`src/sv/shp_pkg.sv`:
```
// ----------------------------------------------------------------------------
// shp_pkg
// Shared types and constants for the 3x3 cross sharpen stream.
// ----------------------------------------------------------------------------
`default_nettype none

package shp_pkg;

  localparam int unsigned MAX_LINE_SAMPLES_DEF = 8192;
  localparam int unsigned MAX_ROWS_DEF         = 4096;

  localparam logic [11:0] WIDTH_RST    = 12'd512;
  localparam logic [12:0] HEIGHT_RST   = 13'd512;
  localparam logic [2:0]  CHANNELS_RST = 3'd1;

  localparam int unsigned CFG_IDX_W = 2;
  localparam logic [CFG_IDX_W-1:0] CFG_WIDTH    = 2'd0;
  localparam logic [CFG_IDX_W-1:0] CFG_HEIGHT   = 2'd1;
  localparam logic [CFG_IDX_W-1:0] CFG_CHANNELS = 2'd2;

  localparam int unsigned OQ_DEPTH = 4;

  // per-word control handed from the position logic to the kernel stage
  typedef struct packed {
    logic [7:0]  sample;
    logic        emit_up;
    logic        emit_low;
    logic        interior;
    logic        role;
    logic [1:0]  tap_sel;
    logic [11:0] row_up;
    logic [11:0] row_low;
    logic [12:0] pos;
  } item_t;

  typedef struct packed {
    logic [7:0]  value;
    logic [11:0] row;
    logic [12:0] pos;
  } res_t;

endpackage

`default_nettype wire

```
`src/sv/shp_kernel.sv`:
```
// ----------------------------------------------------------------------------
// shp_kernel
// Read-data stage: centre tap line, cross kernel and saturation.
// ----------------------------------------------------------------------------
`default_nettype none

module shp_kernel (
  input  wire logic           clk,
  input  wire logic           rst_n,
  input  wire logic           accept,
  input  wire shp_pkg::item_t item_in,
  input  wire logic           room,
  input  wire logic [7:0]     a_rd0,
  input  wire logic [7:0]     a_rd1,
  input  wire logic [7:0]     b_rd0,
  input  wire logic [7:0]     b_rd1,
  output logic                busy,
  output logic [1:0]          push_n,
  output shp_pkg::res_t       res0,
  output shp_pkg::res_t       res1
);

  import shp_pkg::*;

  item_t      s1_r;
  logic       s1_valid_r, s1_valid_nxt;
  logic [7:0] taps_r [4];

  logic        adv;
  logic [7:0]  up, right, left, mid;
  logic [11:0] five, acc;
  logic [7:0]  sat;

  assign adv  = s1_valid_r & room;
  assign busy = s1_valid_r;

  always_comb begin
    if (s1_r.role) begin
      up    = b_rd0;
      right = a_rd0;
      left  = a_rd1;
    end else begin
      up    = a_rd0;
      right = b_rd0;
      left  = b_rd1;
    end
    mid  = taps_r[s1_r.tap_sel];
    five = {2'b00, mid, 2'b00} + {4'h0, mid};
    acc  = five - {4'h0, left} - {4'h0, right} - {4'h0, up} - {4'h0, s1_r.sample};
    if (acc[11]) begin
      sat = 8'd0;
    end else if (acc > 12'd255) begin
      sat = 8'd255;
    end else begin
      sat = acc[7:0];
    end
    res0.value = s1_r.interior ? sat : 8'd0;
    res0.row   = s1_r.row_up;
    res0.pos   = s1_r.pos;
    res1.value = 8'd0;
    res1.row   = s1_r.row_low;
    res1.pos   = s1_r.pos;
    push_n     = adv ? ({1'b0, s1_r.emit_up} + {1'b0, s1_r.emit_low & s1_r.emit_up}) : 2'd0;
    if (accept) begin
      s1_valid_nxt = 1'b1;
    end else if (adv) begin
      s1_valid_nxt = 1'b0;
    end else begin
      s1_valid_nxt = s1_valid_r;
    end
  end

  always_ff @(posedge clk) begin
    if (!rst_n) begin
      s1_valid_r <= 1'b0;
    end else begin
      s1_valid_r <= s1_valid_nxt;
    end
  end

  always_ff @(posedge clk) begin
    if (accept) begin
      s1_r <= item_in;
    end
    if (adv) begin
      taps_r[0] <= right;
      taps_r[1] <= taps_r[0];
      taps_r[2] <= taps_r[1];
      taps_r[3] <= taps_r[2];
    end
  end

endmodule

`default_nettype wire

```
`config.mk`:
```
export PLATFORM = sky130hd
export DESIGN_NAME = shp_kernel
export DESIGN_NICKNAME = d
export VERILOG_FILES = /design/src/sv/shp_pkg.sv /design/src/sv/shp_kernel.sv
export SDC_FILE = /design/constraint.sdc
export NUM_CORES = 1
export LEC_CHECK = 0
export BUFFER_PORTS_ARGS = -buffer_cell sky130_fd_sc_hd__buf_2
export CAP_MARGIN = 25
export CORE_MARGIN = 2
export CORE_UTILIZATION = 40
export DETAILED_ROUTE_END_ITERATION = 16
export MAX_ROUTING_LAYER = met4
export PLACE_DENSITY = 0.71
export SKIP_CTS_REPAIR_TIMING = 1
export SYNTH_ARGS = -nofsm -noshare
export SYNTH_HDL_FRONTEND = slang
export SYNTH_SLANG_ARGS = --single-unit
```
`constraint.sdc`:
```
create_clock -name clk -period 5.1 [get_ports clk]
set_input_delay 0.51 -clock clk [delete_from_list [all_inputs] [get_ports clk]]
set_output_delay 0.51 -clock clk [all_outputs]
set_load 0.1 [all_outputs]
```
==> qor.txt, run 1 <==
post-DR wirelength/cell -> 14.7 um
EDFF count, synth -> 83
sequential fraction of the synthesis area -> 51.0%
register area -> 2550 um2
pin count of the biggest net entering global routing -> 55
met1 wire length -> 3810 um
Root Buffer -> clkbuf_16
crit end category -> output port
Die H -> 116 um
GRT overflow -> 0
Final ANT Viol Nets -> 0
crit-path most repeated cell -> fa_1
Peak VDD IR -> 0.294 mV
FF+latch count, synth -> 86
CP Launch Type -> flop
Initial Util -> 41.3%
H-tree level count -> 3
maximum clock rate -> 182 MHz
critical path's top delay family -> adder cells
CTS buffer count -> 9
worst path cell trace -> buf_6, mux2_4, fa_1, inv_1, fa_1, inv_1, fa_1, inv_2, ha_4, o211ai_1, o211a_1, or2_1, buf_4, a32oi_2, a31oi_4, buf_12, a221oi_4, buf_12
Pwr per Cell Area -> 679 nW/um2
CTS tree -> built
placed inst area -> 6040 um2
CP required -> 4.59 ns
fill count -> 1023
Core Area -> 12100 um2
WL final -> 9750 um
Setup Skew -> 0.00720 ns
DRT iter0 DRCs -> 142
post-synth cell types -> 44
placed wire-length estimate -> 7700 um
final setup violation count -> 8
Top Ports -> 156
CTS clock-pin slew for the worst setup and hold paths -> 0.06 ns
# port buffers -> 147
RSZ-0062 raised after global routing -> yes
Slew Limit Fails -> 0
Area Growth Syn to Fin -> 29.3%
post-route design area -> 6470 um2
Synth Flop Type -> edfxtp_1
routed vias/inst -> 4.67
Final TNS setup -> -3.18 ns
first-pass GRT wire length -> 15600 um
DR top layer -> met4
row cnt -> 40
Mapped Cells -> 366
Routed met3 length -> 610 um
slowest CP cell -> fa_1
status -> finished with violations
failing checks -> setup timing
area of the die -> 13400 um2
CTS Sinks -> 86
clk_lat worst skew -> 0.34 ns
Buf/Inv on CP -> 7
Max FO, Critical Path -> 8
max incr delay on CP -> 0.54 ns
ratio of cells with drive above 1 in the final layout -> 47.0%
Overall Global Routing Usage -> 16.0%
fin nets -> 622
Min-Delay Path Class -> input pin to flop
final setup margin -> -0.405 ns
commonest non-fill, non-tap cell in the layout -> buf_2
Multi-input gate area -> 2010 um2
DR DRC count -> 0
worst path arrival time -> 4.99 ns
actual slew at the worst max-slew pin -> 0.702 ns
syn avg cell area -> 13.7 um2
final hold vios -> 0
P_leak -> 2.84 nW
total number of vias -> 3099
Mapped Area -> 5000 um2
wire length on met2 -> 5120 um
Die W -> 116 um
relative slew slack -> 53.2%
ant diodes -> 0
clock buffer depth -> 2
vias in the first global route -> 3302
commonest cells after routing, fill and taps aside -> buf_2, edfxtp_1, inv_1, fa_1, buf_4
Crit Path Class -> flop to output port
synth warn -> 0
antenna violations before repair -> 0
# Max-Cap Violations -> 0
Final Critical Period -> 5.50 ns
DRT Pass-1 Iters -> 4
fin crit share -> 108%
Post-synth ARST share -> 0%
routability cong. -> 0.838
cell families after synthesis:
kind of cell               share of synthesized area [%]
adders and majority gates                           15.5
and+or+nand+nor                                     2.83
AOI/OAI and AO/OA                                   5.60
DFF                                                 51.0
buffers and inverters                               14.3
other                                             0.0750
xor gates and xnor gates                            1.23
muxes                                               9.41
state kept, by name, indices dropped and copies added (netlist names), named ones only:
register / count
taps_r: 32
res0: 25
s1_r: 14
res1: 12
busy: 1
final timing paths:
check	startpoint	end	slack (ns)	cells past startpoint
worst min-delay path	item_in[2]	res0[2]	0.34	1
worst max-delay path	s1_r[39]	res0[28]	-0.40	18
worst max register to register	s1_r[39]	taps_r[0][7]	3.72	4
worst min register to register	taps_r[2][1]	taps_r[3][1]	0.43	0
where the power goes:
group / switching (mW) / internal, mW / leakage, nW
combinational: 1.68 / 1.12 / 1.86
sequential: 0.0177 / 0.824 / 0.819
clock: 0.265 / 0.481 / 0.166
synth_stat cells (5+ instances only):
cell type  count  area, um2
nand2_1        6       22.5
mux2_2         6       67.6
a21oi_1        7       35.0
inv_1         67        251
mux4_2         8        180
xnor2_1        5       43.8
fa_1          30        601
mux2i_1       11        110
mux2_1        10        113
ha_1          14        175
a221oi_1       8       70.1
nor2_1         6       22.5
edfxtp_1      83       2490
buf_4         58        435
through the flow:
step	util (%)	std cells	total power, mW	hold WS [ns]	setup WS, ns
2_1_floorplan	-	373	2.92	0.421	-0.285
3_3_place_gp	49.9	644	3.48	0.428	-0.0665
3_5_place_dp	49.9	644	3.54	0.428	-0.174
4_1_cts	52.7	660	4.30	0.330	-0.575
5_1_grt	53.4	664	4.68	0.327	-0.602
6_report	53.4	664	4.39	0.340	-0.405
cell type report:
class / count / share of cell area, %
Tap cell: 168 / 3.25
Inverter: 67 / 3.89
Multi-Input combinational cell: 155 / 31.0
Sequential cell: 86 / 39.5
Clock inverter: 7 / 1.86
Clock buffer: 9 / 3.48
Timing Repair Buffer: 172 / 17.0
layer usage:
layer / up-vias / global-route usage [%]
met4: 0 / 6.19
met3: 20 / 3.77
met5: - / -
met1: 1516 / 18.2
li1: 1442 / -
met2: 121 / 27.3
Note: power is estimated with default switching activity, not from simulation.
==> run 2: changes to the inputs <==
--- a/config.mk
+++ b/config.mk
@@ -8,5 +8,5 @@
 export BUFFER_PORTS_ARGS = -buffer_cell sky130_fd_sc_hd__buf_2
 export CAP_MARGIN = 25
-export CORE_MARGIN = 2
+export CORE_MARGIN = 1.5
 export CORE_UTILIZATION = 40
 export DETAILED_ROUTE_END_ITERATION = 16
==> constraint.sdc (replaced) <==
create_clock -name clk -period 5.1 [get_ports clk]
set_input_delay 0.765 -clock clk [delete_from_list [all_inputs] [get_ports clk]]
set_output_delay 0.765 -clock clk [all_outputs]
set_load 0.1 [all_outputs]
==> run 2 against run 1 <==
The flow still finishes with violations (setup timing). Sequential power is essentially flat. Utilization rose by 1.3 points. Via count is 1.5% higher. Critical path type unchanged. Largest cell class unchanged.
==> qor.txt, run 2 (synthesized netlist as in run 1, its figures left out) <==
final hold vios -> 0
Core Area -> 12100 um2
actual slew at the worst max-slew pin -> 0.653 ns
status -> finished with violations
Finished Layout Cells -> 691
Setup Skew -> 0.0100 ns
Overall Global Routing Usage -> 16.7%
CTS tree -> built
antenna violations before repair -> 1
DRT iter0 DRCs -> 77
ratio of cells with drive above 1 in the final layout -> 50.2%
worst flop-to-flop path startpoint -> s1_r[39]
Pwr per Cell Area -> 666 nW/um2
busiest grt layer -> met2
Max FO, Critical Path -> 8
Peak VDD IR -> 0.313 mV
met1 usage -> 18.5%
P_leak -> 2.93 nW
worst path cell trace -> buf_12, buf_4, mux4_2, inv_1, fa_1, inv_1, fa_1, inv_1, fa_1, inv_2, ha_4, o211ai_1, o211a_1, or2_1, a32oi_2, a31oi_4, buf_12, a221oi_4, buf_12
WL final -> 9810 um
worst hold slack -> 0.446 ns
CTS Sinks -> 86
clk_lat worst skew -> 0.34 ns
Initial Util -> 41.3%
area of the die -> 13200 um2
RSZ-0062 raised after global routing -> yes
Final Critical Period -> 5.69 ns
first-pass GRT wire length -> 16000 um
fin nets -> 648
CP Launch Type -> flop
Placement Setup Slack -> -0.655 ns
routability cong. -> 0.812
pin count of the biggest net entering global routing -> 37
maximum clock rate -> 176 MHz
crit end category -> output port
post-DR wirelength/cell -> 14.2 um
Crit Path Class -> flop to output port
commonest non-fill, non-tap cell in the layout -> buf_2
GR Util met2 -> 28.5%
routed vias/inst -> 4.55
row cnt -> 40
met3 Use GR -> 4.16%
Root Buffer -> clkbuf_16
relative slew slack -> 56.5%
Area Growth Syn to Fin -> 32.5%
commonest cells after routing, fill and taps aside -> buf_2, edfxtp_1, inv_1, buf_4, fa_1
final setup margin -> -0.592 ns
max incr delay on CP -> 0.53 ns
H-tree level count -> 3
Largest Register -> taps_r
fill count -> 1033
total number of vias -> 3144
vias in the first global route -> 3393
Die W -> 115 um
Final TNS setup -> -4.69 ns
worst path arrival time -> 4.93 ns
Final ANT Viol Nets -> 0
placed inst area -> 6220 um2
failing checks -> setup timing
CTS buffer count -> 9
Slew Limit Fails -> 0
CP required -> 4.34 ns
placed wire-length estimate -> 7780 um
CTS clock-pin slew for the worst setup and hold paths -> 0.07 ns
Min-Delay Path Class -> flop to flop
# Max-Cap Violations -> 0
HP Start -> taps_r[2][4]
post-route design area -> 6630 um2
Die H -> 115 um
final setup violation count -> 8
clock buffer depth -> 2
Top Ports -> 156
# port buffers -> 147
critical path's top delay family -> adder cells
Placed Instances -> 667
DRT Pass-1 Iters -> 4
Buf/Inv on CP -> 8
max reg flops -> 32
GRT overflow -> 0
DR DRC count -> 0
fin crit share -> 112%
slowest CP cell -> fa_1
-- run 2: cell types whose count changed in the layout (fill, tap and decap cells not counted), sizes merged --
| cell | change |
|---|---|
| buf | +26 |
| bufinv | -3 |
| clkbuf | +2 |
| clkinvlp | +1 |
| diode | +1 |
-- run 2: worst reg2reg max path: cells and delay by family, from the launching register on --
family	cells	cell delay (ns)
flip-flops	1	0.41
multiplexers	1	0.29
buffers and inverters	4	0.61
-- run 2: cell type report --
type	count	area [um2]	share of cell area (%)
diodes	1	2.50	0.0378
clock buffers	11	243	3.66
clock inverters	5	41.3	0.623
inverters	67	251	3.80
multi-input cells	155	2030	30.7
flip-flops and latches	86	2550	38.5
well taps	168	210	3.17
repair buffers	198	1290	19.5
-- run 2: per-stage QoR --
stage,utilization (%),power (mW)
2_1_floorplan,-,2.89
3_3_place_gp,51.4,3.66
3_5_place_dp,51.4,3.70
4_1_cts,53.7,4.34
5_1_grt,54.7,4.72
6_report,54.7,4.42
-- run 2: power by group --
part | switching [mW] | internal (mW)
clock | 0.275 | 0.348
sequential | 0.0174 | 0.824
combinational | 1.71 | 1.24
-- run 2: worst paths after layout --
check                       to  slack, ns  depth (start not counted)
setup / recovery      res0[26]      -0.59                         19
hold / removal    taps_r[3][4]       0.45                          0
setup reg to reg  taps_r[0][6]       3.54                          5
hold reg to reg   taps_r[3][4]       0.45                          0
-- run 2: per-layer routing --
metal	vias to the layer above	routed length, um
li1	1497	-
met1	1513	3950
met2	118	5000
met3	16	619
met4	0	238
met5	-	0
