`config.mk`:
```
export PLATFORM = sky130hd
export DESIGN_NAME = shp_pos_ctrl
export DESIGN_NICKNAME = d
export VERILOG_FILES = /design/src/sv/shp_pkg.sv /design/src/sv/shp_pos_ctrl.sv
export SDC_FILE = /design/constraint.sdc
export NUM_CORES = 1
export LEC_CHECK = 0
export ABC_CLOCK_PERIOD_IN_PS = 12700
export BUFFER_PORTS_ARGS = -buffer_cell sky130_fd_sc_hd__buf_2
export CORE_MARGIN = 2
export CORE_UTILIZATION = 40
export CTS_BUF_LIST = sky130_fd_sc_hd__clkbuf_8
export DETAILED_ROUTE_END_ITERATION = 12
export PLACE_DENSITY = 0.66
export SYNTH_ARGS = -nofsm -noshare
export SYNTH_HDL_FRONTEND = slang
export SYNTH_SLANG_ARGS = --single-unit
```
`constraint.sdc`:
```
create_clock -name clk -period 12.7 [get_ports clk]
set_input_delay 1.27 -clock clk [delete_from_list [all_inputs] [get_ports clk]]
set_output_delay 1.27 -clock clk [all_outputs]
set_load 0.1 [all_outputs]
```
`src/sv/shp_pkg.sv`:
```
// ----------------------------------------------------------------------------
// shp_pkg
// Shared types and constants for the 3x3 cross sharpen stream.
// ----------------------------------------------------------------------------
`default_nettype none

package shp_pkg;

  localparam int unsigned MAX_LINE_SAMPLES_DEF = 8192;
  localparam int unsigned MAX_ROWS_DEF         = 4096;

  localparam logic [11:0] WIDTH_RST    = 12'd512;
  localparam logic [12:0] HEIGHT_RST   = 13'd512;
  localparam logic [2:0]  CHANNELS_RST = 3'd1;

  localparam int unsigned CFG_IDX_W = 2;
  localparam logic [CFG_IDX_W-1:0] CFG_WIDTH    = 2'd0;
  localparam logic [CFG_IDX_W-1:0] CFG_HEIGHT   = 2'd1;
  localparam logic [CFG_IDX_W-1:0] CFG_CHANNELS = 2'd2;

  localparam int unsigned OQ_DEPTH = 4;

  // per-word control handed from the position logic to the kernel stage
  typedef struct packed {
    logic [7:0]  sample;
    logic        emit_up;
    logic        emit_low;
    logic        interior;
    logic        role;
    logic [1:0]  tap_sel;
    logic [11:0] row_up;
    logic [11:0] row_low;
    logic [12:0] pos;
  } item_t;

  typedef struct packed {
    logic [7:0]  value;
    logic [11:0] row;
    logic [12:0] pos;
  } res_t;

endpackage

`default_nettype wire

```
`src/sv/shp_pos_ctrl.sv`:
```
// ----------------------------------------------------------------------------
// shp_pos_ctrl
// Geometry, raster position counters, line store addressing and the
// clearing sweep after reset.
// ----------------------------------------------------------------------------
`default_nettype none

module shp_pos_ctrl #(
  parameter int unsigned MAX_LINE_SAMPLES = shp_pkg::MAX_LINE_SAMPLES_DEF,
  parameter int unsigned MAX_ROWS         = shp_pkg::MAX_ROWS_DEF,
  localparam int unsigned PW              = $clog2(MAX_LINE_SAMPLES)
) (
  input  wire logic          clk,
  input  wire logic          rst_n,
  input  wire logic [11:0]   width_pixels,
  input  wire logic [12:0]   height_rows,
  input  wire logic [2:0]    channels,
  input  wire logic          accept,
  input  wire logic          frame_start,
  input  wire logic [7:0]    sample,
  output logic               clr_busy,
  output shp_pkg::item_t     item,
  output logic               we_a,
  output logic               we_b,
  output logic [PW-1:0]      waddr,
  output logic [7:0]         wdata,
  output logic [PW-1:0]      raddr_a0,
  output logic [PW-1:0]      raddr_b0,
  output logic [PW-1:0]      raddr_1
);

  import shp_pkg::*;

  localparam int unsigned LW  = PW + 1;
  localparam int unsigned LW1 = LW + 1;
  localparam int unsigned RW  = $clog2(MAX_ROWS);
  localparam int unsigned HW  = RW + 1;
  localparam int unsigned LCW = (LW > 15) ? LW : 15;
  localparam int unsigned HCW = (HW > 13) ? HW : 13;
  localparam logic [LCW-1:0] LINE_MAX = LCW'(MAX_LINE_SAMPLES);
  localparam logic [HCW-1:0] ROWS_MAX = HCW'(MAX_ROWS);
  localparam logic [PW-1:0]  CLR_LAST = PW'(MAX_LINE_SAMPLES - 1);

  logic [RW-1:0] row_r, row_nxt;
  logic [PW-1:0] pos_r, pos_nxt;
  logic          role_r, role_nxt;
  logic          clr_busy_r;
  logic [PW-1:0] clr_addr_r;

  logic [2:0]     ch_eff;
  logic [11:0]    w_eff;
  logic [14:0]    prod;
  logic [LCW-1:0] prod_wide;
  logic [LW-1:0]  len;
  logic [12:0]    h_lo;
  logic [HCW-1:0] h_wide;
  logic [HW-1:0]  h_eff;

  logic [HW-1:0]  r0, r1, rn;
  logic [LW-1:0]  p0, p1, pn;
  logic [LW1-1:0] p_plus;
  logic           role1;

  always_comb begin
    if (channels == 3'd0) begin
      ch_eff = 3'd1;
    end else if (channels > 3'd4) begin
      ch_eff = 3'd4;
    end else begin
      ch_eff = channels;
    end
    w_eff     = (width_pixels < 12'd3) ? 12'd3 : width_pixels;
    prod      = 15'(w_eff) * 15'(ch_eff);
    prod_wide = LCW'(prod);
    len       = (prod_wide > LINE_MAX) ? LW'(LINE_MAX) : LW'(prod_wide);
    h_lo      = (height_rows < 13'd3) ? 13'd3 : height_rows;
    h_wide    = HCW'(h_lo);
    h_eff     = (h_wide > ROWS_MAX) ? HW'(ROWS_MAX) : HW'(h_wide);
  end

  // position of the incoming word, then the counters after it
  always_comb begin
    r0    = frame_start ? '0 : {1'b0, row_r};
    p0    = frame_start ? '0 : {1'b0, pos_r};
    r1    = r0;
    p1    = p0;
    role1 = role_r;
    if (p0 >= len) begin
      p1    = '0;
      r1    = r0 + HW'(1);
      role1 = ~role_r;
    end
    if (r1 >= h_eff) begin
      r1 = '0;
    end
    pn       = p1 + LW'(1);
    rn       = r1 + HW'(1);
    p_plus   = {1'b0, p1} + LW1'(ch_eff);
    row_nxt  = row_r;
    pos_nxt  = pos_r;
    role_nxt = role_r;
    if (accept) begin
      if (pn >= len) begin
        pos_nxt  = '0;
        row_nxt  = (rn >= h_eff) ? '0 : RW'(rn);
        role_nxt = ~role1;
      end else begin
        pos_nxt  = PW'(pn);
        row_nxt  = RW'(r1);
        role_nxt = role1;
      end
    end
  end

  always_comb begin
    item.sample   = sample;
    item.emit_up  = (r1 != '0);
    item.emit_low = (r1 == h_eff - HW'(1));
    item.interior = (r1 >= HW'(2)) && (p1 >= LW'(ch_eff)) && (p_plus < LW1'(len));
    item.role     = role1;
    item.tap_sel  = 2'(ch_eff - 3'd1);
    item.row_up   = 12'(r1 - HW'(1));
    item.row_low  = 12'(r1);
    item.pos      = 13'(p1);
  end

  // role 0: store a holds the older row, store b the previous row
  always_comb begin
    we_a     = clr_busy_r | (accept & ~role1);
    we_b     = clr_busy_r | (accept & role1);
    waddr    = clr_busy_r ? clr_addr_r : PW'(p1);
    wdata    = clr_busy_r ? 8'd0 : sample;
    raddr_a0 = role1 ? PW'(p_plus) : PW'(p1);
    raddr_b0 = role1 ? PW'(p1) : PW'(p_plus);
    raddr_1  = PW'(p1 - LW'(ch_eff));
  end

  assign clr_busy = clr_busy_r;

  always_ff @(posedge clk) begin
    if (!rst_n) begin
      row_r      <= '0;
      pos_r      <= '0;
      role_r     <= 1'b0;
      clr_busy_r <= 1'b1;
      clr_addr_r <= '0;
    end else begin
      row_r  <= row_nxt;
      pos_r  <= pos_nxt;
      role_r <= role_nxt;
      if (clr_busy_r) begin
        clr_addr_r <= clr_addr_r + PW'(1);
        if (clr_addr_r == CLR_LAST) begin
          clr_busy_r <= 1'b0;
        end
      end
    end
  end

endmodule

`default_nettype wire

```
==> impl_metrics.csv, run 1 <==
group,metric,value,unit
status,outcome,"completed",
worst_setup_path,slowest_stage,"or4_1",
synth,syn_avg_cell_area,7.03,µm²
detailed_routing,met2_length,12.1,mm
synth,syn_area,0.00761,mm²
floorplanning,rows,50,
synth,ys_seq_area_frac,0.105,
synth,yosysMostFrequentCell,"nand2_1",
synth,synth_edf_count,0,
detailed_routing,avgViaCountPerCell,5.79,
cells_and_area,areaGrowthSynthToFinish,14.0,%
worst_setup_path,crit_top_cell,"nor2_1",
sta,setup_viol,0,
clocking,cts_buffer_depth,2,
placement,place.gp.congestion,1.02,
floorplanning,core_area,0.0187,mm²
min_path,hp-class,"flop to flop",
detailed_routing,top_layer_used,"met4",
sta,min_period,11990,ps
clocking,clk_pin_slew,90,ps
sta,hold_ws,459,ps
power,power_density,73.3,mW/mm²
clocking,hold_buffers,0,
synth,synth-main-ff-cell,"dfxtp_1",
detailed_routing,wl_met3,1.62,mm
worst_setup_path,startpoint,"width_pixels[9]",
detailed_routing,drt_wl_total,26.1,mm
sta,worstMarginPinSlew,1030,ps
cells_and_area,final_util,0.464,
global_route,overflow,0,
global_route,grt_pass1_wl,40.7,mm
worst_setup_path,cp-start-kind,"input pin",
sta,tns,0,ps
floorplanning,io_pins,154,
placement,placed_area,0.00855,mm²
sta,fin_skew,11.6,ps
sta,slew_violations,0,
synth,synthTopCellsByArea,"ha_1 15%, dfxtp_1 11%, xnor2_1 7.4%",
floorplanning,die_y,142,µm
worst_setup_path,path_class,"input pin to primary output",
detailed_routing,wl_met1,11.5,mm
placement,io_buffers,153,
cells_and_area,nets,1345,
worst_setup_path,critPathMaxStageDelay,530,ps
sta,hold_violations,0,
power,peakVddDrop,0.0000630,V
min_path,hp-start,"pos_r[0]$_SDFFE_PN0P_",
detailed_routing,drc,0,
worst_setup_path,cp-end-kind,"primary output",
synth,ys_top_cells_by_count,"143 x nand2_1, 103 x nor2_1, 94 x ha_1",
global_route,antenna_found_initial,0,
floorplanning,start_util,0.407,
global_route,grtUsageTotal,0.250,
worst_setup_path,crit_arrival,10720,ps
sta,fmax,83.4,MHz
synth,synth_cells,1082,
global_route,grt_pass1_vias,7610,
clocking,cts_tree,"built",
synth,synth_top_area_frac,0.155,
detailed_routing,final_antenna_net_count,0,
clocking,ctsResizeCount,0,
flow_run,drv_cap,0,
synth,yosys.cell_types.count,80,
worst_setup_path,cp_data_required_time,11430,ps
power,power,0.635,mW
worst_setup_path,critical_path.max_fanout,9,
global_route,grt_max_degree,45,
clocking,cts-root-buf,"clkbuf_8",
synth,synth_area_leader_cell,"ha_1",
detailed_routing,drt-initial-drc-count,589,
cells_and_area,drive_gt1_frac,0.183,
placement,hpwl,20.8,mm
sta,rsz0062_at_grt,"false",
clocking,cts_made_buffers,5,
cells_and_area,fin_area,0.00867,mm²
detailed_routing,vias,8306,
synth,syn_nets,1229,
clocking,htreeDepth,2,
worst_setup_path,r2r-start,"pos_r[8]$_SDFFE_PN0P_",
detailed_routing,drtPass1Iterations,5,
sta,slew_headroom,0.306,
floorplanning,die_w,142,µm
power,p_leak,4.21,nW
synth,yosysWarningCount,0,
clocking,postCtsSetupBuffers,0,
sta,fin_crit_sh,0.944,
floorplanning,die_area,0.0201,mm²
clocking,clock_latency,310,ps
synth,synthArstFlopShare,0,
detailed_routing,wl_per_cell,18.2,µm
synth,ys_ff_latch,40,
clocking,cts_sinks,40,
cells in the final DEF (no fill, tap or decap), types with 5 or more instances in the layout:
master      n
a211oi_1    5
a21o_1     23
a21oi_1    46
a22oi_1     9
a31oi_1     6
a32o_1      5
and2_1     11
and3_1     16
buf_2     151
buf_4      15
clkbuf_8    6
dfxtp_1    40
fa_1       13
ha_1       94
inv_1      62
inv_2       5
nand2_1   143
nand2b_1   13
nand3_1    38
nand4_1    26
nor2_1    103
nor2b_1    34
nor3_1     29
nor4_1     15
o21a_1      9
o21ai_0    68
o21bai_1    6
o31ai_1     8
or2_2       6
or3_1       8
or4_1       5
xnor2_1    59
xnor2_2     5
xor2_1     36
worst max-delay path: cells and delay by family:
kind            cells  cell delay [ps]
compound gates     12             2800
xor+xnor            1               80
fa+ha+maj           7             2310
buf+inv             5              820
simple gates       19             3390
stage by stage:
step / setup WS (ps) / instances
after global placement: 527 / 1425
after CTS: 267 / 1433
after global routing: 119 / 1433
after floorplan: 9.07 / 1082
final: 713 / 1434
after detailed placement: 284 / 1425
layer usage:
metal,vias up,track usage
li1,4031,-
met1,3878,0.326
met2,337,0.427
met3,60,0.0280
met4,0,0.0911
met5,-,0
sequential cells by signal, indices dropped and copies added (netlist names):
register,count
clr_addr_r,13
clr_busy,1
pos_r,13
role_r,1
row_r,12
layout make-up:
cell class,instances,area [µm²]
Sequential cell,40,801
Fill cell,1898,10000
Timing Repair Buffer,168,908
Antenna cell,1,2.50
Inverter,71,274
Clock buffer,6,82.6
Clock inverter,2,15.0
Multi-Input combinational cell,912,6290
Tap cell,234,293
cell families (layout without fill, tap and decap cells):
family | Yosys count | count (layout) | synth area share
simple gates | 472 | 472 | 0.308
compound gates | 229 | 229 | 0.199
buf+inv | 130 | 247 | 0.0788
fa+ha+maj | 107 | 107 | 0.189
xor+xnor | 100 | 100 | 0.115
flops | 40 | 40 | 0.105
mux | 4 | 4 | 0.00543
other cells | 0 | 1 | 0
final timing paths:
path	endpoint	slack, ps	cells after the start
setup / recovery	item[40]	710	44
hold / removal	pos_r[0]$_SDFFE_PN0P_	460	2
setup reg to reg	row_r[11]$_SDFFE_PN0P_	5270	27
hold reg to reg	pos_r[0]$_SDFFE_PN0P_	460	2
report_power, final:
part / total (mW) / switching [mW] / internal [mW]
registers: 0.132 / 0.00354 / 0.128
clock network: 0.0953 / 0.0512 / 0.0441
logic: 0.408 / 0.309 / 0.0995
total: 0.635 / 0.364 / 0.272
No activity file was read; power rests on OpenSTA's default activity.
==> run 2, diff against run 1 <==
PLACE_DENSITY = 0.7   (was 0.66)
SLEW_MARGIN = 20   (was not set)
==> impl_metrics.csv, run 2 (synthesis gave the netlist of run 1 again) <==
group,metric,value,unit
worst_setup_path,critPathMaxStageDelay,540,ps
status,outcome,"completed",
worst_setup_path,cp-end-kind,"primary output",
detailed_routing,drc,0,
global_route,grt_pass1_vias,7623,
clocking,clock_latency,300,ps
sta,fin_skew,8.30,ps
floorplanning,start_util,0.407,
cells_and_area,final_cell_mix,"151 x buf_2, 143 x nand2_1, 103 x nor2_1",
worst_setup_path,cp_data_required_time,11430,ps
worst_setup_path,path_class,"input pin to primary output",
cells_and_area,reg_top3,"clr_addr_r: 13 flops, pos_r: 13 flops, row_r: 12 flops",
global_route,grt_max_degree,45,
clocking,cts_tree,"built",
clocking,hold_buffers,0,
global_route,overflow,0,
detailed_routing,vias,8269,
cells_and_area,multi_input_comb_area,0.00631,mm²
floorplanning,core_area,0.0187,mm²
sta,tns,0,ps
clocking,cts_sinks,40,
placement,place.gp.congestion,1.04,
sta,rsz0062_at_grt,"false",
cells_and_area,layout_commonest_cell,"buf_2",
sta,fin_crit_sh,0.943,
worst_setup_path,cp-start-kind,"input pin",
worst_setup_path,crit_arrival,10700,ps
detailed_routing,final_antenna_net_count,0,
placement,io_buffers,153,
sta,worstMarginPinSlew,962,ps
power,peakVddDrop,0.0000560,V
sta,fmax,83.5,MHz
cells_and_area,drive_gt1_frac,0.184,
clocking,cts_made_buffers,5,
power,p_leak,4.22,nW
floorplanning,die_y,142,µm
sta,slew_violations,0,
cells_and_area,nets,1345,
clocking,ctsResizeCount,0,
clocking,cts-root-buf,"clkbuf_8",
min_path,hp-class,"flop to flop",
sta,setup_viol,0,
sta,min_period,11970,ps
power,power_density,72.8,mW/mm²
placement,hpwl,20.3,mm
global_route,antenna_found_initial,0,
floorplanning,die_area,0.0201,mm²
cells_and_area,antenna_cells,0,
global_route,grt_pass1_wl,40.4,mm
flow_run,drv_cap,0,
worst_setup_path,r2r_setup_slack,5120,ps
clocking,clk_pin_slew,80,ps
clocking,cts_buffer_depth,2,
global_route,grtUsageTotal,0.247,
detailed_routing,wl_per_cell,17.7,µm
sta,slew_headroom,0.354,
cells_and_area,regArea,801,µm²
floorplanning,io_pins,154,
worst_setup_path,slowest_stage,"or4_1",
detailed_routing,drt_wl_total,25.3,mm
floorplanning,die_w,142,µm
clocking,htreeDepth,2,
clocking,postCtsSetupBuffers,0,
cells_and_area,fillCellCount,1897,
sta,hold_violations,0,
cells_and_area,areaGrowthSynthToFinish,14.2,%
detailed_routing,drt-initial-drc-count,514,
cells_and_area,final_util,0.464,
worst_setup_path,critical_path.max_fanout,9,
floorplanning,rows,50,
detailed_routing,drtPass1Iterations,5,
detailed_routing,avgViaCountPerCell,5.77,
-- run 2: changes by cell type in the layout (fill, tap and decap cells not counted), sizes merged --
cell   before  now
diode       1    0
-- run 2: worst max-delay path: cells and delay by family --
family                     cells  cell delay, ps
adders and majority gates      7            2280
buffers and inverters          5             800
xor gates and xnor gates       1             140
AOI/OAI and AO/OA             11            2710
and+or+nand+nor               20            3490
-- run 2: where the power goes --
part	internal, mW	switching [mW]	total (mW)
logic	0.100	0.308	0.408
clock network	0.0440	0.0490	0.0931
registers	0.128	0.00351	0.132
total	0.272	0.360	0.633
-- run 2: per-layer routing --
metal	part of all wire	routed length [µm]	vias to the layer above	GRT usage
met5	0	0	-	0
li1	-	-	4029	-
met3	0.071	1810	58	0.0273
met2	0.47	11800	347	0.420
met1	0.43	11000	3835	0.326
met4	0.029	743	0	0.0863
-- run 2: final timing paths --
check                                to  depth (start not counted)                  start
setup / recovery               item[40]                         44        width_pixels[9]
hold / removal    pos_r[0]$_SDFFE_PN0P_                          2  pos_r[0]$_SDFFE_PN0P_
setup reg to reg  row_r[3]$_SDFFE_PN0P_                         29  pos_r[8]$_SDFFE_PN0P_
hold reg to reg   pos_r[0]$_SDFFE_PN0P_                          2  pos_r[0]$_SDFFE_PN0P_
-- run 2: through the flow --
stage                     worst slack, ps  hold slack [ps]  area (µm²)  total power, mW  cells
final                                 725              455        8690            0.633   1433
after global routing                 34.1              488        8690            0.670   1433
after CTS                             266              456        8650            0.629   1433
after detailed placement              186              446        8550            0.535   1425
after global placement                465              436        8550            0.534   1425
after floorplan                      9.07              427        7680            0.460   1082
-- run 2: cell type report --
cell class                      instances  area share
Clock buffer                            6     0.00950
Clock inverter                          2     0.00173
Inverter                               71      0.0315
Multi-Input combinational cell        912       0.727
Sequential cell                        40      0.0922
Tap cell                              234      0.0337
Timing Repair Buffer                  168       0.105
==> run 3, diff against run 2 <==
GPL_TIMING_DRIVEN = 0   (was not set)
==> impl_metrics.csv, run 3 (synthesis gave the netlist of run 1 again) <==
group,metric,value,unit
sta,fin_skew,7.35,ps
floorplanning,rows,50,
global_route,antenna_found_initial,0,
clocking,cts_tree,"built",
sta,rsz0062_at_grt,"true",
clocking,cts_made_buffers,5,
sta,slew_headroom,0.358,
floorplanning,die_y,142,µm
clocking,htreeDepth,2,
sta,fin_crit_sh,0.973,
detailed_routing,drtPass1Iterations,5,
sta,hold_violations,0,
cells_and_area,areaGrowthSynthToFinish,18.0,%
global_route,overflow,0,
worst_setup_path,critPathMaxStageDelay,550,ps
detailed_routing,drc,0,
power,power,0.663,mW
cells_and_area,final_cell_mix,"154 x buf_2, 141 x nand2_1, 103 x nor2_1",
cells_and_area,nets,1391,
worst_setup_path,cp-start-kind,"input pin",
placement,place.gp.congestion,0.957,
cells_and_area,layout_commonest_cell,"buf_2",
floorplanning,io_pins,154,
worst_setup_path,critical_path.max_fanout,10,
worst_setup_path,r2r_setup_slack,4600,ps
worst_setup_path,path_class,"input pin to primary output",
detailed_routing,final_antenna_net_count,0,
worst_setup_path,crit_top_cell,"nor2_1",
worst_setup_path,cp_num_buf_inv,7,
clocking,cts_sinks,40,
floorplanning,die_area,0.0201,mm²
global_route,grt_pass1_vias,7754,
power,power_density,73.9,mW/mm²
worst_setup_path,cp_data_required_time,11430,ps
worst_setup_path,cp_top_family,"simple AND/OR/NAND/NOR gates",
power,peakVddDrop,0.0000599,V
power,p_leak,4.35,nW
worst_setup_path,crit_arrival,11090,ps
sta,setup_slack,338,ps
status,outcome,"completed",
sta,fmax,80.9,MHz
global_route,grt_pass1_wl,40.4,mm
clocking,clk_pin_slew,80,ps
sta,min_period,12360,ps
detailed_routing,wl_per_cell,17.5,µm
floorplanning,die_w,142,µm
floorplanning,start_util,0.407,
placement,io_buffers,153,
cells_and_area,drive_gt1_frac,0.190,
placement,hpwl,21.1,mm
detailed_routing,avgViaCountPerCell,5.76,
cells_and_area,reg_top3,"clr_addr_r: 13 flops, pos_r: 13 flops, row_r: 12 flops",
min_path,hp-class,"flop to flop",
clocking,cts-root-buf,"clkbuf_8",
worst_setup_path,cp-end-kind,"primary output",
worst_setup_path,slowest_stage,"or4b_4",
flow_run,drv_cap,0,
sta,tns,0,ps
global_route,grt_max_degree,15,
detailed_routing,drt_wl_total,26.0,mm
detailed_routing,vias,8520,
sta,setup_viol,0,
placement,dp_slack,-1390,ps
global_route,grtUsageTotal,0.250,
detailed_routing,drt-initial-drc-count,703,
sta,slew_violations,0,
sta,worstMarginPinSlew,956,ps
floorplanning,core_area,0.0187,mm²
clocking,clock_latency,300,ps
clocking,cts_buffer_depth,2,
==> run 3: cell count changes in the layout (fill, tap and decap cells not counted), sizes merged <==
| cell | previous run | this run |
|---|---|---|
| buf | 168 | 172 |
| bufinv | 0 | 1 |
| clkbuf | 6 | 47 |
| clkinvlp | 4 | 2 |
| diode | 0 | 1 |
| inv | 67 | 69 |
==> run 3: power breakdown <==
part	total, mW	switching, mW	internal (mW)	leakage (nW)
Sequential	0.131	0.00271	0.128	0.324
Clock	0.110	0.0512	0.0593	0.0548
Combinational	0.422	0.315	0.107	3.97
==> run 3: timing repair <==
| item | CTS | global route |
|---|---|---|
| gates resized for setup | 11 | 12 |
| pin swaps | 1 | 1 |
| setup buffers | 1 | 0 |
| hold buffers | 0 | 0 |
| endpoints found under the setup margin | 4 | 14 |
==> run 3: final cells by class <==
class / instances / area, µm²
clock inverters: 3 / 46.3
flip-flops and latches: 40 / 801
fillers: 1912 / 9730
clock buffers: 5 / 68.8
multi-input cells: 912 / 6370
diodes: 1 / 2.50
well taps: 234 / 293
plain buffers: 59 / 342
repair buffers: 155 / 785
inverters: 71 / 270
==> run 3: worst register-to-register path: cells and delay by family (launching register included) <==
kind | cells | cell delay [ps]
adder cells (fa/ha/maj) | 4 | 1040
buffers and inverters | 8 | 2030
AO/OA/AOI/OAI | 13 | 2290
XOR/XNOR | 2 | 440
flip-flops | 1 | 320
AND/OR/NAND/NOR | 7 | 1930
==> run 3: final timing paths <==
path / startpoint / to / cells after the start
worst max-delay path: width_pixels[9] / item[40] / 43
worst min-delay path: pos_r[0]$_SDFFE_PN0P_ / pos_r[0]$_SDFFE_PN0P_ / 2
worst max register to register: pos_r[4]$_SDFFE_PN0P_ / row_r[3]$_SDFFE_PN0P_ / 34
worst min register to register: pos_r[0]$_SDFFE_PN0P_ / pos_r[0]$_SDFFE_PN0P_ / 2
==> run 3: routing by layer <==
| layer | global-route usage | vias up | wire, µm |
|---|---|---|---|
| met3 | 0.0182 | 56 | 1650 |
| met4 | 0.0874 | 0 | 873 |
| li1 | - | 4129 | - |
| met5 | 0 | - | 0 |
| met2 | 0.428 | 372 | 12100 |
| met1 | 0.331 | 3963 | 11400 |
==> run 3: per-stage QoR <==
step           area, µm²   util  std cells  hold slack (ps)
2_1_floorplan       7680      -       1082              427
3_3_place_gp        8740  0.467       1469              442
3_5_place_dp        8760  0.468       1470              450
4_1_cts             8940  0.478       1479              464
5_1_grt             8980  0.480       1479              497
6_report            8980  0.480       1480              462
