$ cat config.mk
export PLATFORM = sky130hd
export DESIGN_NAME = shp_out_queue
export DESIGN_NICKNAME = d
export VERILOG_FILES = /design/src/sv/shp_pkg.sv /design/src/sv/shp_out_queue.sv
export SDC_FILE = /design/constraint.sdc
export NUM_CORES = 1
export LEC_CHECK = 0
export ABC_AREA = 1
export BUFFER_PORTS_ARGS = -buffer_cell sky130_fd_sc_hd__buf_2
export CAP_MARGIN = 15
export CORE_ASPECT_RATIO = 0.75
export CORE_UTILIZATION = 61
export DETAILED_ROUTE_END_ITERATION = 10
export PLACE_DENSITY = 0.86
export SKIP_LAST_GASP = 1
export SLEW_MARGIN = 40
export SYNTH_ARGS = -nofsm -noshare
export SYNTH_HDL_FRONTEND = slang
export SYNTH_SLANG_ARGS = --single-unit
$ cat constraint.sdc
create_clock -name clk -period 6.5 [get_ports clk]
set_clock_uncertainty 0.1 [all_clocks]
set_input_delay 0.975 -clock clk [delete_from_list [all_inputs] [get_ports clk]]
set_output_delay 0.975 -clock clk [all_outputs]
set_load 0.01 [all_outputs]
$ cat src/sv/shp_pkg.sv
// ----------------------------------------------------------------------------
// shp_pkg
// Shared types and constants for the 3x3 cross sharpen stream.
// ----------------------------------------------------------------------------
`default_nettype none

package shp_pkg;

  localparam int unsigned MAX_LINE_SAMPLES_DEF = 8192;
  localparam int unsigned MAX_ROWS_DEF         = 4096;

  localparam logic [11:0] WIDTH_RST    = 12'd512;
  localparam logic [12:0] HEIGHT_RST   = 13'd512;
  localparam logic [2:0]  CHANNELS_RST = 3'd1;

  localparam int unsigned CFG_IDX_W = 2;
  localparam logic [CFG_IDX_W-1:0] CFG_WIDTH    = 2'd0;
  localparam logic [CFG_IDX_W-1:0] CFG_HEIGHT   = 2'd1;
  localparam logic [CFG_IDX_W-1:0] CFG_CHANNELS = 2'd2;

  localparam int unsigned OQ_DEPTH = 4;

  // per-word control handed from the position logic to the kernel stage
  typedef struct packed {
    logic [7:0]  sample;
    logic        emit_up;
    logic        emit_low;
    logic        interior;
    logic        role;
    logic [1:0]  tap_sel;
    logic [11:0] row_up;
    logic [11:0] row_low;
    logic [12:0] pos;
  } item_t;

  typedef struct packed {
    logic [7:0]  value;
    logic [11:0] row;
    logic [12:0] pos;
  } res_t;

endpackage

`default_nettype wire

$ cat src/sv/shp_out_queue.sv
// ----------------------------------------------------------------------------
// shp_out_queue
// Small result queue, up to two words pushed per cycle, one popped when the output does not stall.
// ----------------------------------------------------------------------------
`default_nettype none

module shp_out_queue (
  input  wire logic          clk,
  input  wire logic          rst_n,
  input  wire logic [1:0]    push_n,
  input  wire shp_pkg::res_t res0,
  input  wire shp_pkg::res_t res1,
  input  wire logic          out_stall,
  output logic               out_valid,
  output logic [7:0]         out_value,
  output logic [11:0]        out_row,
  output logic [12:0]        out_pos,
  output logic               room
);

  import shp_pkg::*;

  localparam int unsigned QPW = $clog2(OQ_DEPTH);
  localparam int unsigned CW  = QPW + 1;

  res_t           q_r [OQ_DEPTH];
  logic [QPW-1:0] wr_ptr_r, rd_ptr_r;
  logic [CW-1:0]  count_r;
  logic           pop;

  assign out_valid = (count_r != '0);
  assign pop       = out_valid & ~out_stall;
  assign room      = (count_r <= CW'(OQ_DEPTH - 2));
  assign out_value = q_r[rd_ptr_r].value;
  assign out_row   = q_r[rd_ptr_r].row;
  assign out_pos   = q_r[rd_ptr_r].pos;

  always_ff @(posedge clk) begin
    if (!rst_n) begin
      wr_ptr_r <= '0;
      rd_ptr_r <= '0;
      count_r  <= '0;
    end else begin
      wr_ptr_r <= wr_ptr_r + QPW'(push_n);
      rd_ptr_r <= rd_ptr_r + QPW'(pop);
      count_r  <= count_r + CW'(push_n) - CW'(pop);
    end
  end

  always_ff @(posedge clk) begin
    if (push_n != 2'd0) begin
      q_r[wr_ptr_r] <= res0;
    end
    if (push_n == 2'd2) begin
      q_r[QPW'(wr_ptr_r + QPW'(1))] <= res1;
    end
  end

endmodule

`default_nettype wire

==> results of run 1 <==
routing by layer:
layer	vias up	global-route usage, %
met4	0	12.65
met2	287	48.76
met3	29	5.752
li1	2641	-
met1	2536	36.11
met5	-	0
critical path, stage by stage, from the launching register on:
cell and delay (ns):
dfxtp_2 0.35, buf_4 0.55, o21ai_0 0.24, o22ai_1 0.30, buf_2 0.19
worst max-delay path by stage:
stage | from | to | slack, ns
detailed placement | push_n[0] | q_r[2][11] | 3.37
CTS | rd_ptr_r[0] | out_row[6] | 3.37
global placement | push_n[1] | q_r[2][11] | 3.43
global route | rd_ptr_r[0] | out_row[6] | 3.28
floorplan | push_n[0] | q_r[3][0] | 2.39
finish | rd_ptr_r[0] | out_row[6] | 3.35
logic make-up (layout without fill, tap and decap cells):
group | count (synthesis) | in the layout | synth area share [%]
adders and majority gates | 4 | 4 | 0.8369
and+or+nand+nor | 223 | 223 | 12.83
xor gates and xnor gates | 4 | 4 | 0.5095
buffers and inverters | 95 | 196 | 7.222
DFF | 139 | 139 | 59.67
AOI/OAI and AO/OA | 238 | 238 | 18.94
report_power, final:
part	switching (mW)	internal [mW]
Clock	0.341	0.537
Combinational	0.425	0.217
Sequential	0.0324	1.09
cell type report:
type,count,area share (%)
flip-flops and latches,139,51.63
well taps,140,2.203
repair buffers,118,7.931
clock buffers,30,6.593
inverters,46,2.203
clock inverters,2,0.1101
multi-input cells,469,29.33
per-stage QoR:
step | hold slack (ns) | std cells | setup slack (ns) | util, %
after floorplan | 0.4653 | 703 | 2.391 | -
after global placement | 0.5005 | 910 | 3.433 | 67.57
after detailed placement | 0.5360 | 910 | 3.372 | 67.59
after CTS | 0.5440 | 942 | 3.372 | 72.46
after global routing | 0.5906 | 944 | 3.277 | 72.67
final | 0.5477 | 944 | 3.350 | 72.67
state kept, by name (all words and copies together), names as in the netlist:
| signal | flops |
|---|---|
| q_r | 132 |
| count_r | 3 |
| rd_ptr_r | 2 |
| wr_ptr_r | 2 |
synth_stat cells (all sizes together):
master    n
nand4     1
xor2      1
ha        3
o21ai   198
o22ai    33
nand2   143
dfxtp     7
inv      46
o31ai     4
nand3     5
xnor2     3
buf      25
a21oi     3
nor2     74
fa        1
edfxtp  132
clkbuf   24
==> metrics.md, run 1 <==
| Metric | Value |
|---|---|
| Final setup fails | 0 |
| Reg-to-reg setup timing slack | 3.90 ns |
| RSZ-0062 raised after global routing | no |
| Most frequent cells in the layout | nand2_1, edfxtp_1, buf_2 |
| Worst Hold Depth | 3 |
| Worst Setup End Kind | primary output |
| DR WL met2 | 7918 um |
| Hold WC Path Type | register to register |
| Cell count after synthesis | 703 |
| Crit path max fanout | 68 |
| GR Util All Layers | 28.71% |
| Largest net degree at the start of global routing | 69 |
| WL met1 | 6439 um |
| Core Region | 10940 sq um |
| Synth area leader | edfxtp_1 |
| R2r startpoint | wr_ptr_r[1] |
| Final wirelength | about 16000 um |
| Synth Warn # | 0 |
| WL met3 | 1575 um |
| WL/cell | 17.17 um |
| Antenna violations before repair | 0 |
| CP required | about 5.4 ns |
| Crit share post-route | about half |
| Top cells by area, synth | edfxtp_1, nand2_1, o21ai_1 |
| Die H | 93.96 um |
| Placement Cell Area | 7396 sq um |
| Sequential element share of the synthesized area | 59.67% |
| Max-cap violations | 0 |
| Post-layout nets | 866 |
| Vias/cell | 5.819 |
| Most common cell after layout, fill and taps aside | nand2_1 |
| Final Hold Viols | 0 |
| Power density over the cells | around 330 nW/um^2 |
| VDD IR-drop max | 216.4 uV |
| Post-synth cell types | 25 |
| Worst Reg-to-Reg Cells | 5 |
| CTS tree | yes |
| Highest routed layer | met4 |
| Slew margin rel. | 46.17% |
| Syn_area_per_cell | 9.784 sq um |
| Fill count | 742 |
| Pins Over Slew Limit | 0 |
| Setup CP Type | register to primary output |
| Post-route setup TNS | 0 ns |
| Crit path DAT | between 2 and 2.5 ns |
| Worst-path clk slew | 0.05 ns |
| HP Start | count_r[2] |
| Hold_buf cts | 0 |
| Run status | complete, no violations |
| Yosys top cell area share | around 58% |
| Starting density of the core | 62.86% |
| Detail Placement HPWL | 9876 um |
| Drt drc | 0 |
| CTS Buf Count | 17 |
| Vias in the first global route | about 5300 |
| Overflow after GRT | 0 |
| Post-CTS Resized | 0 |
| Full die area | 11710 sq um |
| Synth Register Bits | 139 |
| Number of iterations in the first detailed-routing pass | 5 |
| Vias | 5493 |
| CP startpoint kind | register |
| First-pass GRT wire length | ~25000 um |
| Antenna-violating nets left | 0 |
| Site Rows | 33 |
| Hold EP | count_r[2] |
| H-tree depth | 4 |
| Worst R2R End | q_r[2][3] |
| Ant. Diodes | 0 |
| Worst-Margin Slew | 0.8075 ns |
| Clk buf depth | 2 |
| Share of layout cells above drive strength 1 | 21.39% |
| Clk sink count | 139 |
| Design Power | 2.646 mW |
| I/O pins | between 100 and 150 |
| Drt initial violations | 597 |
| Setup bufs post-CTS | 0 |
| LEAKAGE | roughly 3.3 nW |
| Cell Area, Synth | 6878 sq um |
| Max Clk Rate | 317.5 MHz |
| Root Driver | clkbuf_16 |
| Fin crit period | between 3 and 4 ns |
| Clk Latency, worst-skew pair | 0.42 ns |
| Footprint of the multi-input gates | 2332 sq um |
| Mapped Nets | 778 |
| Port Buf Inserts | 105 |
| Reg area | 4105 sq um |
| Area delta synth->final | 15.61% |
| Die W | 124.6 um |
| Gp weighted congestion | between 0.8 and 0.9 |
| Final instance area | ~8000 sq um |
No activity file was read; power rests on OpenSTA's default activity.
==> run 2: changes to the inputs <==
- ABC_AREA: 1 -> 0
- CORE_UTILIZATION: 61 -> 57
- PLACE_DENSITY: 0.86 -> 0.81
- clock period: 6.5 -> 3 ns (I/O delays scaled with it)
==> run 2 against run 1 <==
Net effect: via count fell by 30%; worst setup slack lost 3.1 ns; sequential share of layout area shrank 1.1 points; clock-buffer cell count is 12 lower; largest cell class unchanged; core utilization decreased by 2.7 points; hold slack got worse by 0.31 ns; critical path type unchanged; area after synthesis decreased by 0.73%; non-clock buffer count is 1 higher; sequential power is 120% higher; clock power is 130% higher.
==> metrics.md, run 2 <==
| Metric | Value |
|---|---|
| Max stage delay on crit path | 0.75 ns (was 0.55 ns) |
| Synth Register Bits | 139 (unchanged) |
| Final setup fails | 0 (unchanged) |
| Root Driver | clkbuf_16 (unchanged) |
| Post-synth cell types | 30 (was 25) |
| Highest routed layer | met5 (was met4) |
| Starting density of the core | 58.79% (was 62.86%) |
| Post-route setup TNS | 0 ns (unchanged) |
| DR WL met2 | 6707 um (was 7918 um) |
| Site Rows | 34 (was 33) |
| Most common cell after layout, fill and taps aside | edfxtp_1 (was nand2_1) |
| Ant. Diodes | 0 (unchanged) |
| Number of iterations in the first detailed-routing pass | 4 (was 5) |
| Drt initial violations | 278 (was 597) |
| Top Registers | q_r: 132 flops, count_r: 3 flops (unchanged) |
| Vias in the first global route | 3982 (was 5257) |
| Post-Layout Cell Count | 657 (was 944) |
| Worst-path clk slew | 0.05 ns (about the same) |
| Delay-heaviest family, CP | flip-flops (was buffers and inverters) |
| Crit-path cells | buf_12, mux4_2, buf_2 (was buf_4, o21ai_0, o22ai_1, buf_2) |
| Cell Area, Synth | 6828 sq um (was 6878 sq um) |
| I/O pins | 106 (unchanged) |
| Share of layout cells above drive strength 1 | 62.83% (was 21.39%) |
| Worst Setup End Kind | primary output (unchanged) |
| Sequential share of power | 44.9% (was 42.6%) |
| Slew margin rel. | 47.44% (was 46.17%) |
| Cell at the slowest stage of the critical path | dfxtp_2 (was buf_4) |
| Crit path max fanout | 19 (was 68) |
| Setup CP Type | register to primary output (unchanged) |
| Antenna-violating nets left | 0 (unchanged) |
| WL met3 | 1232 um (was 1575 um) |
| Clk network pwr share | 35.4% (was 33.2%) |
| Dominant synthesized flop cell | edfxtp_1 (unchanged) |
| Yosys top cell area share | 58.05% (was 57.63%) |
| Area delta synth->final | 19.00% (was 15.61%) |
| VDD IR-drop max | 427.6 uV (was 216.4 uV) |
| Top cells by area, synth | edfxtp_1, mux2_2, mux4_2 (was edfxtp_1, nand2_1, o21ai_1) |
| Clk buf depth | 2 (unchanged) |
| Drt drc | 0 (unchanged) |
| LEAKAGE | 2.869 nW (was 3.341 nW) |
| RSZ-0062 raised after global routing | no (unchanged) |
| Post-layout nets | 557 (was 866) |
| Post-synth EDFFs | 132 (unchanged) |
| Most common cell in the synthesized netlist | edfxtp_1 (was nand2_1) |
| GR Util All Layers | 24.83% (was 28.71%) |
| Final wirelength | 14220 um (was 16210 um) |
| CP startpoint kind | register (unchanged) |
| Max reg flops | 132 (unchanged) |
| Power Internal | 4.167 mW (was 1.848 mW) |
| Crit path DAT | 2.16 ns (was 2.07 ns) |
| Sw Ratio | 25.52% (was 30.16%) |
| Sequential element share of the synthesized area | 60.11% (was 59.67%) |
| Final Hold Viols | 0 (unchanged) |
| Die H | 96.79 um (was 93.96 um) |
| Fin crit period | 2.705 ns |
| Syn_area_per_cell | 18.55 sq um (was 9.784 sq um) |
| CTS Buf Count | 17 (unchanged) |
| Clk sink count | 139 (unchanged) |
| Comb power frac | 19.7% (was 24.3%) |
| Max-cap violations | 0 (unchanged) |
| Vias | 3843 (was 5493) |
| Overflow after GRT | 0 (unchanged) |
| WL met1 | 6105 um (was 6439 um) |
| First-pass GRT wire length | 22380 um (was 25450 um) |
| Setup bufs post-CTS | 0 (unchanged) |
| Top reg by flops | q_r (unchanged) |
| Full die area | 12430 sq um (was 11710 sq um) |
| Net Switching | 1.428 mW (was 798.2 uW) |
| Post-CTS Resized | 0 (unchanged) |
| Post-synth top cells | edfxtp_1, mux2_2, mux4_2, buf_6, mux2_1 (was nand2_1, edfxtp_1, o21ai_1, o21ai_0, nor2_1) |
| Synth area leader | edfxtp_1 (unchanged) |
| Port Buf Inserts | 105 (unchanged) |
| Inst Count DP | 625 (was 910) |
| WL/cell | 21.65 um (was 17.17 um) |
| Post-synth ARST share | 0% (unchanged) |
| Design Power | 5.594 mW (was 2.646 mW) |
| Detail Placement HPWL | 9187 um (was 9876 um) |
| CTS tree | yes (unchanged) |
| Max Clk Rate | ~370 MHz |
| Vias/cell | 5.849 (was 5.819) |
| H-tree depth | 4 (unchanged) |
| Mapped Nets | 443 (was 778) |
| CP required | 2.45 ns (was 5.42 ns) |
| Die W | 128.4 um (was 124.6 um) |
| Gp weighted congestion | 0.7116 (was 0.8036) |
| Most frequent cells in the layout | edfxtp_1, mux2_2, buf_2 (was nand2_1, edfxtp_1, buf_2) |
| Clk Latency, worst-skew pair | 0.41 ns (was 0.42 ns) |
| Crit share post-route | 90.18% |
| Largest net degree at the start of global routing | 36 (was 69) |
| Power density over the cells | 688.5 nW/um^2 (was 332.8 nW/um^2) |
| Cell count after synthesis | 368 (was 703) |
| Core Region | 11610 sq um (was 10940 sq um) |
| Antenna violations before repair | 1 (was 0) |
| Hold WC Path Type | primary input to register (was register to register) |
| Synth Warn # | 0 (unchanged) |
| Worst-Margin Slew | 0.7884 ns (was 0.8075 ns) |
| Hold_buf cts | 0 (unchanged) |
| Pins Over Slew Limit | 0 (unchanged) |
| Run status | complete, no violations (unchanged) |
| WP buf/inv | 2 (unchanged) |
## run 2: per-layer routing
metal	global-route usage, %	vias up
li1	-	1728
met3	5.808	18
met1	35.33	1944
met2	37.55	151
met5	0	-
met4	9.140	2
## run 2: cell families (layout without fill, tap and decap cells)
kind of cell               Yosys count  in the layout  share of synthesized area (%)
DFF                                139            139                          60.11
buffers and inverters               28            155                          3.060
muxes                              165            165                          32.66
AOI/OAI and AO/OA                    9              9                         0.8430
adders and majority gates            4              4                         0.8430
xor gates and xnor gates             4              4                         0.5132
and+or+nand+nor                     19             19                          1.979
## run 2: worst reg2reg max path, stage by stage (launching register included)
cell	delay [ns]
dfxtp_1	0.62
nand3_2	0.56
o31ai_4	0.42
buf_12	0.26
## run 2: final timing paths
path,start,end,slack [ns],cells after the start
worst min register to register,count_r[2],count_r[2],0.52,2
worst max-delay path,rd_ptr_r[0],out_pos[12],0.29,3
worst max register to register,wr_ptr_r[1],q_r[0][1],0.74,3
worst min-delay path,rst_n,count_r[0],0.24,2
## run 2: through the flow
stage | utilization (%) | area [sq um] | setup WS (ns) | hold WS, ns
global placement | 65.14 | 7565 | 0.6778 | 0.4900
floorplan | - | 6833 | 0.2778 | 0.4335
finish | 69.96 | 8125 | 0.2946 | 0.2405
CTS | 69.96 | 8125 | 0.2281 | 0.2206
global route | 69.96 | 8125 | 0.1553 | 0.2398
detailed placement | 65.16 | 7567 | 0.6323 | 0.4947
## run 2: power groups by stage
| stage | clock [mW] | combinational, mW | sequential, mW |
|---|---|---|---|
| finish | 1.98 | 1.10 | 2.51 |
| global route | 2.09 | 1.19 | 2.53 |
| CTS | 2.01 | 1.12 | 2.51 |
| detailed placement | 0 | 1.11 | 2.55 |
| global placement | 0 | 1.09 | 2.54 |
| floorplan | 0 | 0.784 | 2.45 |
## run 2: cell type report
class	instances	area [sq um]
Clock buffer	18	429.2
Inverter	4	15.01
Sequential cell	139	4109
Fill cell	756	3488
Multi-Input combinational cell	201	2547
Timing Repair Buffer	119	693.2
Clock inverter	14	128.9
Tap cell	162	202.7
==> run 3: changes to the inputs <==
- CORE_UTILIZATION: 57 -> 33
- PLACE_DENSITY: 0.81 -> 0.52
==> run 3 against run 2 <==
Net effect: die area up 71%; clock-buffer cell count unchanged; clock power about the same; critical path depth unchanged; cell area up 1.8%; register-to-register slack better by 0.09 ns; largest cell class unchanged.
==> metrics.md, run 3 (same netlist as run 2, synthesis figures left out) <==
| Metric | Value |
|---|---|
| Run status | complete, no violations (unchanged) |
| Sw Ratio | 27.02% (was 25.52%) |
| Drt initial violations | 271 (was 278) |
| Top Registers | q_r: 132 flops, count_r: 3 flops (unchanged) |
| LEAKAGE | 2.896 nW (was 2.869 nW) |
| Clk buf depth | 2 (unchanged) |
| Final setup fails | 0 (unchanged) |
| Hold Worst Slack | 0.2267 ns (was 0.2405 ns) |
| Final wirelength | 16280 um (was 14220 um) |
| Area delta synth->final | 21.15% (was 19.00%) |
| Max reg flops | 132 (unchanged) |
| Max Clk Rate | 372.0 MHz (was 369.6 MHz) |
| Vias/cell | 5.081 (was 5.849) |
| CP startpoint | rd_ptr_r[0] (unchanged) |
| Worst-Margin Slew | 0.7120 ns (was 0.7884 ns) |
| Core Region | 20270 sq um (was 11610 sq um) |
| Site Rows | 45 (was 34) |
| Largest net degree at the start of global routing | 28 (was 36) |
| R2r startpoint | wr_ptr_r[0] (was wr_ptr_r[1]) |
| Vias | 3841 (was 3843) |
| VDD IR-drop max | 281.3 uV (was 427.6 uV) |
| Slew margin rel. | 52.54% (was 47.44%) |
| Die W | 168.1 um (was 128.4 um) |
| Clk network pwr share | 35.0% (was 35.4%) |
| Detail Placement HPWL | 10470 um (was 9187 um) |
| Sequential share of power | 44.1% (was 44.9%) |
| CTS Buf Count | 17 (unchanged) |
| Fin crit period | 2.688 ns (was 2.705 ns) |
| Footprint of the multi-input gates | 2547 sq um (unchanged) |
| Clk sink count | 139 (unchanged) |
| Setup CP Type | register to primary output (unchanged) |
| Worst R2R End | q_r[2][25] (was q_r[0][1]) |
| Final instance area | 8272 sq um (was 8125 sq um) |
| Post-CTS Resized | 0 (unchanged) |
| Crit share post-route | 89.61% (was 90.18%) |
| Crit path capture | out_pos[10] (was out_pos[12]) |
| Final Hold Viols | 0 (unchanged) |
| Placement Cell Area | 7720 sq um (was 7567 sq um) |
| Share of layout cells above drive strength 1 | 63.65% (was 62.83%) |
| Comb power frac | 20.8% (was 19.7%) |
| Full die area | 21280 sq um (was 12430 sq um) |
| RSZ-0062 raised after global routing | no (unchanged) |
| Antenna violations before repair | 3 (was 1) |
| Drt drc | 0 (unchanged) |
| Root Driver | clkbuf_16 (unchanged) |
| Max-cap violations | 0 (unchanged) |
| Port Buf Inserts | 105 (unchanged) |
| Worst Reg-to-Reg Cells | 3 (unchanged) |
| Power Internal | 4.115 mW (was 4.167 mW) |
| Starting density of the core | 33.69% (was 58.79%) |
| Die H | 126.6 um (was 96.79 um) |
| CP required | 2.45 ns (about the same) |
| I/O pins | 106 (unchanged) |
| Reg area | 4106 sq um (was 4109 sq um) |
| Overflow after GRT | 0 (unchanged) |
| Pins Over Slew Limit | 0 (unchanged) |
| Gp weighted congestion | 0.7286 (was 0.7116) |
| GR Util All Layers | 16.39% (was 24.83%) |
| Crit path max fanout | 15 (was 19) |
| Top reg by flops | q_r (unchanged) |
| Post-route setup TNS | 0 ns (unchanged) |
| Fill count | 1860 (was 756) |
| Worst-path clk slew | 0.06 ns (was 0.05 ns) |
| Hold WC Path Type | primary input to register (unchanged) |
| H-tree depth | 4 (unchanged) |
| Most frequent cells in the layout | edfxtp_1, mux2_2, buf_2 (unchanged) |
| Crit path DAT | 2.14 ns (was 2.16 ns) |
| Post-layout nets | 560 (was 557) |
| First-pass GRT wire length | 25120 um (was 22380 um) |
| WL/cell | 21.54 um (was 21.65 um) |
| Antenna-violating nets left | 0 (unchanged) |
| CP startpoint kind | register (unchanged) |
| Reg-to-reg setup timing slack | 0.83 ns (was 0.74 ns) |
| Worst Setup End Kind | primary output (unchanged) |
| Power density over the cells | 681.7 nW/um^2 (was 688.5 nW/um^2) |
| Most common cell after layout, fill and taps aside | edfxtp_1 (unchanged) |
| Setup bufs post-CTS | 0 (unchanged) |
| Net Switching | 1.523 mW (was 1.428 mW) |
| CTS tree | yes (unchanged) |
| Clk Latency, worst-skew pair | 0.42 ns (was 0.41 ns) |
| Hold_buf cts | 0 (unchanged) |
| Vias in the first global route | 4046 (was 3982) |
| Ant. Diodes | 0 (unchanged) |
| Number of iterations in the first detailed-routing pass | 5 (was 4) |
run 3: changes by cell type in the layout (fill, tap and decap cells not counted):
cell        before  now
dfxtp_4          1    0
clkinv_1         4    1
clkinv_4         0    5
buf_4            9   11
clkinvlp_4       4    1
buf_12           5    6
clkinv_2         3    4
dfxtp_2          1    2
inv_6            1    2
bufinv_16        2    1
run 3: worst max-delay path, stage by stage, from the launching register on:
cell	delay, ns
dfxtp_2	0.71
buf_4	0.31
mux4_2	0.53
buf_2	0.16
run 3: through the flow:
stage	std cells	util, %	worst slack [ns]	power (mW)
floorplan	368	-	0.2778	3.236
global placement	724	38.09	0.6499	3.702
detailed placement	724	38.09	0.5919	3.726
CTS	756	40.81	0.2250	5.716
global route	756	40.81	0.1700	5.885
finish	756	40.81	0.3117	5.639
run 3: routing by layer:
metal / up-vias / share of wire [%] / global-route usage (%)
li1: 1725 / - / -
met1: 1989 / 50 / 23.75
met2: 105 / 44 / 23.85
met3: 16 / 4.9 / 4.743
met4: 6 / 0.77 / 4.492
met5: - / 0.26 / 0
run 3: final cells by class:
cell class / count / area share (%)
Multi-Input combinational cell: 201 / 30.80
Clock buffer: 18 / 5.188
Clock inverter: 14 / 1.482
Inverter: 4 / 0.1815
Tap cell: 258 / 3.903
Sequential cell: 139 / 49.64
Timing Repair Buffer: 122 / 8.804
run 3: how the worst min path moves through the flow:
stage	endpoint	depth (start not counted)	slack [ns]	startpoint
floorplan	wr_ptr_r[0]	2	0.43	wr_ptr_r[0]
global placement	count_r[2]	2	0.49	count_r[2]
detailed placement	count_r[2]	2	0.50	count_r[2]
CTS	wr_ptr_r[1]	2	0.21	rst_n
global route	wr_ptr_r[1]	2	0.22	rst_n
finish	count_r[0]	2	0.23	rst_n
run 3: power groups by stage:
stage | logic, mW | registers [mW] | clock network (mW)
floorplan | 0.784 | 2.45 | 0
global placement | 1.18 | 2.53 | 0
detailed placement | 1.20 | 2.53 | 0
CTS | 1.20 | 2.49 | 2.02
global route | 1.28 | 2.51 | 2.09
finish | 1.17 | 2.49 | 1.98
